`config.mk`:
```
export PLATFORM = sky130hd
export DESIGN_NAME = gmr_relax
export DESIGN_NICKNAME = d
export VERILOG_FILES = /design/src/hw/rtl/gmr_pkg.sv /design/src/hw/rtl/gmr_relax.sv
export SDC_FILE = /design/constraint.sdc
export NUM_CORES = 1
export LEC_CHECK = 0
export ABC_AREA = 1
export CAP_MARGIN = 20
export CORE_MARGIN = 8
export CORE_UTILIZATION = 58
export DETAILED_ROUTE_END_ITERATION = 10
export DONT_BUFFER_PORTS = 1
export PLACE_DENSITY = 0.74
export SLEW_MARGIN = 20
export SYNTH_ARGS = -nofsm -noshare
export SYNTH_HDL_FRONTEND = slang
export SYNTH_SLANG_ARGS = --single-unit
```
`constraint.sdc`:
```
create_clock -name vclk -period 4.05
set_clock_uncertainty 0.2 [all_clocks]
set_input_delay 0.405 -clock vclk [all_inputs]
set_output_delay 0.405 -clock vclk [all_outputs]
set_load 0.03 [all_outputs]
```
`src/hw/rtl/gmr_pkg.sv`:
```
// Shared types and constants for the grid min-redirect path search.
`default_nettype none
package gmr_pkg;
    localparam int COST_W = 17;
    localparam int OUT_W  = 16;
    localparam int CODE_W = 3;

    typedef logic [COST_W-1:0] t_cost;
    typedef logic [CODE_W-1:0] t_code;

    localparam t_cost COST_UNREACHED = 17'h1FFFF;

    localparam t_code CODE_UP    = 3'd0;
    localparam t_code CODE_DOWN  = 3'd1;
    localparam t_code CODE_LEFT  = 3'd2;
    localparam t_code CODE_RIGHT = 3'd3;
    localparam t_code CODE_GOAL  = 3'd4;

    localparam logic [1:0] REG_ROWS = 2'd0;
    localparam logic [1:0] REG_COLS = 2'd1;
    localparam logic [1:0] REG_STEP = 2'd2;

    // One neighbor relaxation: a reached source cost plus a redirection penalty.
    typedef struct packed {
        logic  en;
        t_cost cost;
        t_code code;
        t_code want;
    } t_relax_req;
endpackage
`default_nettype wire

```
`src/hw/rtl/gmr_relax.sv`:
```
// Shared relax unit: one add and one compare per cycle.
`default_nettype none
module gmr_relax (
    input  wire gmr_pkg::t_relax_req i_req,
    input  wire gmr_pkg::t_cost      i_cur,
    output gmr_pkg::t_cost           o_next
);
    import gmr_pkg::*;

    t_cost w_cand;

    always_comb begin
        w_cand = i_req.cost + ((i_req.code == i_req.want) ? t_cost'(0) : t_cost'(1));
        o_next = i_cur;
        if (i_req.en && (i_req.cost != COST_UNREACHED) && (w_cand < i_cur)) begin
            o_next = w_cand;
        end
    end
endmodule
`default_nettype wire

```
== Word level (Yosys, flattened, before mapping) ==
Cells that the tools add are included.
Operators by class
  reductions and logical operators: 2
  div/mod/pow operators: 0
  magnitude comparators: 1
  muxes and demuxes: 2
  add/sub/neg operators: 1
  multiply operators: 0
  shift operators: 0
  bitwise operators: 0
  equal/unequal tests: 2
Operators by type and width (number)
  adder 17 x 1 -> 17 bit: 1
  less-than comparator 17 bit: 1
  two-way mux 17 bit: 1
  != test 17 bit, second input constant: 1
  equality test 3 bit: 1
  logical AND 1 bit: 2
  two-way mux 1 bit: 1
Storage, ports and cells
  bits in registers: 0
  memories: 0
  bits in latches: 0
  output and inout port bits: 17
  memory bits (writable): 0
  input port bits: 41
  logic and storage cells: 8
  ROM bits: 0

== Logic depth before layout (Yosys ltp) ==
  word-level depth: 6
  mapped depth: 21

== Worst setup path before layout ==
OpenSTA, ideal clock, no wires.
  path type: in2out
  from: input i_req[4] (netlist name)
  to: output o_next[8]
  cell stages on the path: 20
  arrival: 2.713 ns
  setup slack: 0.732 ns
  path buffers: 1
  cells stage by stage: xnor2_1 > nand3_1 > ha_1 > ha_1 > inv_1 > nor2_2 > nand2_2 > o21ai_0 > nand2_1 > ha_1 > nand2_1 > nand2_1 > nor2_1 > nand2_1 > nor2_1 > nand2_1 > nor2_4 > buf_6 > nand3_1 > nand2_1
On the way
  cells in the longest elaborated chain, start to end: 6
RTL lines
  start: declaration: RTL line gmr_relax.sv:4  | input wire gmr_pkg::t_relax_req i_req,
  equality test 3 bit *: RTL line gmr_relax.sv:13  | w_cand = i_req.cost + ((i_req.code == i_req.want) ? t_cost'(0) : t_cost'(1));
  two-way mux 1 bit *: RTL line gmr_relax.sv:13
  adder 17 x 1 -> 17 bit *: RTL line gmr_relax.sv:13
  less-than comparator 17 bit: RTL line gmr_relax.sv:15  | if (i_req.en && (i_req.cost != COST_UNREACHED) && (w_cand < i_cur)) begin
  logical AND 1 bit: RTL line gmr_relax.sv:15
  two-way mux 17 bit *: RTL line gmr_relax.sv:15
  end: declaration: RTL line gmr_relax.sv:6  | output gmr_pkg::t_cost o_next
Mark *: on every way between the ends. The rest lies on a longest branch, timed or not.

== Worst setup path after layout ==
  from: input i_req[4] (netlist name)
  to: output o_next[2]
The elaborated chain is that of the path after synthesis.

==> results.md <==
Run status:
- The flow ran to the end, and the final reports show no timing, DRC or antenna violations.

Synth:
- The count of unique library cells instantiated by Yosys is 21.
- The synthesized instance count is between 200 and 250.
- The post-synth net total is around 290.
- The average instance in the mapped netlist occupies roughly 5.5 µm².
- The Yosys step of the flow raised 0 warnings.
- Of the synthesized area, sequential elements account for 0.
- The netlist area before placement is 1270 µm².

Setup path:
- The setup path with the least slack is of type input port to output port.
- At the worst endpoint, the arrival time is approximately 3.0 ns.
- STA classifies the critical path endpoint as an output port.
- Traced cell by cell, the critical path runs through xnor2_1 -> nand3_1 -> ha_1 -> ha_1 -> inv_1 -> nor2_2 -> nand2_2 -> nor2_1 -> xor2_1 -> ha_1 -> nand2_1 -> nand2_1 -> nand2_1 -> nand2_1 -> nand2_1 -> o21ai_2 -> nor2_4 -> nand3_1 -> nand2_1.
- Tracing the worst setup path back leads to its startpoint at i_req[4].
- The delay of the slowest cell on the worst path is 0.33 ns.
- Of all nets on the critical path, the largest fanout is 17.
- The critical-path cell with the highest stage delay is nor2_4.
- The required time at the endpoint of the critical path is between 3 and 4 ns.
- The worst setup path is launched from an input port.
- The most prevalent standard cell on the critical path is nand2_1.

STA:
- Across all setup checks in the final design, the least slack found is around 0.43 ns.
- The final critical-path share of the clock period is 0.894.
- Setup violations remaining at the end of the flow were counted as 0.
- The time the final worst path needs with I/O delays and setup is between 3 and 4 ns.
- The worst pin sits at a relative slew slack of 0.749.
- After routing, the total negative slack on setup checks comes to 0 ns.
- At the pin with the least slew margin, the transition time is 0.375 ns.
- Timing would allow up to roughly 0.28 GHz.
- Setup repair after global routing left no endpoint under its margin.
- The hold violation count in the final report was 0.
- The number of slew-limit violations in the final report came to 0.

Global routing:
- After global routing the overflow that remains totals 0.
- Entering global routing, the biggest net connects 19 pins.
- The number of antenna violations at the first check in global routing was 0.
- The via count of the first global-routing pass is ~1200.
- The wire length of the first global-routing pass is 4.95 mm.
- The overall global routing resource usage is 0.140.

Finish:
- The sequential cell count is 0.
- The sequential cells in the finished layout cover a total of 0 µm².
- Compared with the post-synthesis result, the final layout area differs by 0.0980%.
- The filler cells instantiated in the layout total between 200 and 300.
- In the finished layout, the clock tree contains a buffer count of 0.
- The final layout contains 292 nets.
- The repair_antennas step left the layout with diodes totalling 0.
- The fraction of layout cells with a size suffix above 1 is 0.0783.
- The count of cells in the finished layout, fillers not included, comes to 258.

Clocking:
- The number of setup buffers added after CTS is 0.
- Hold repair after CTS inserted 0 buffers.
- Gates resized during post-CTS repair numbered 0.

Power:
- The leakage power is about 0.74 nW.
- The worst-case IR drop observed on VDD is a little under 70 µV.
- For this design the ratio of total power to cell area is between 100 and 150 nW/µm².

Routing:
- Summed over all layers, the routed wires come to 2.92 mm.
- The total number of vias is 1281.
- In this run the remaining antenna-violating nets after routing total 0.
- The first-pass detailed-route iteration total is 4.
- The average wire per standard cell is approximately 11 µm.
- The detailed router finished its first iteration with 23 violations.
- The DRC violation count after routing is 0.
- Dividing the detail-routed via count by the number of cells gives just under 5.

Die:
- The floorplan has 17 rows.
- The starting density of the core is 0.593.
- The die width is 62.9 µm.
- The number of I/O pins is 58.
- The die covers ~4000 µm².
- The placeable core region is roughly 2100 µm².
- The floorplan step set the die height to roughly 63 µm.

Flow run:
- Max-cap violations in this run came to 0.

Place:
- The weighted congestion reported at the end of routability-driven placement is 0.826.
- The number of placed instances, taps included is between 200 and 300.
- The worst slack after detailed placement is 0.434 ns.
- The number of buffer cells added on primary ports is 0.
- The sum of net half-perimeters after detailed placement is ~2.7 mm.

Min path:
- The min-delay analysis places its worst path in the category input port to output port.
- The worst hold path startpoint is i_cur[11].
power by group:
part / leakage [nW] / switching, mW / total, mW / internal (mW)
logic: 0.743 / 0.111 / 0.156 / 0.0445
clock network: 0 / 0 / 0 / 0
registers: 0 / 0 / 0 / 0
cell type report:
class | count | area [µm²] | area share
inverter | 37 | 139 | 0.109
multi-input combinational | 193 | 1100 | 0.864
tap | 28 | 35.0 | 0.0275
path summary, 6_finish.rpt:
check | cells past startpoint | slack [ns] | to
worst max-delay path | 19 | 0.43 | o_next[2]
worst min-delay path | 2 | 0.84 | o_next[11]
cells in the final DEF (no fill, tap or decap), drive strengths merged:
cell type,count
a21oi,4
nand3,31
a21o,1
nor2,30
nand4,2
o21ai,3
ha,19
xor2,5
xnor2,9
inv,37
nand2,89
cells in the mapped netlist, drive strengths merged:
master	number	area, µm²
xor2	5	43.8
inv	37	139
nand3	31	183
a21o	1	7.51
xnor2	9	78.8
o21ai	3	18.8
ha	19	238
nand2	89	352
a21oi	4	20.0
nand4	2	12.5
nor2	30	148
buf	3	33.8
routing by layer:
| layer | track usage | vias to the layer above | routed length [µm] | share of wire |
|---|---|---|---|---|
| met5 | 0 | - | 0 | 0 |
| met4 | 0 | 0 | 0 | 0 |
| met3 | 0.0376 | 0 | 279 | 0.096 |
| met2 | 0.247 | 34 | 1400 | 0.48 |
| met1 | 0.174 | 527 | 1240 | 0.43 |
| li1 | - | 720 | - | - |
logic make-up after synthesis:
logic type | count (synthesis) | share of synthesized area
adder cells (fa/ha/maj) | 19 | 0.187
buffers and inverters | 40 | 0.136
AND/OR/NAND/NOR | 152 | 0.545
XOR/XNOR | 14 | 0.0963
AO/OA/AOI/OAI | 8 | 0.0364
critical path, delay by kind of cell:
family,cells,cell delay [ns]
simple gates,12,1.50
fa+ha+maj,3,0.63
xor+xnor,2,0.35
compound gates,1,0.07
buf+inv,1,0.06
metrics by stage:
step	util	total power, mW	area (µm²)	hold WS [ns]
2_1_floorplan	-	0.143	1270	0.828
6_report	0.593	0.156	1270	0.838
3_3_place_gp	0.593	0.157	1270	0.840
5_1_grt	0.593	0.177	1270	0.845
3_5_place_dp	0.593	0.158	1270	0.840
4_1_cts	0.593	0.159	1270	0.841
No activity file was read; power rests on OpenSTA's default activity.
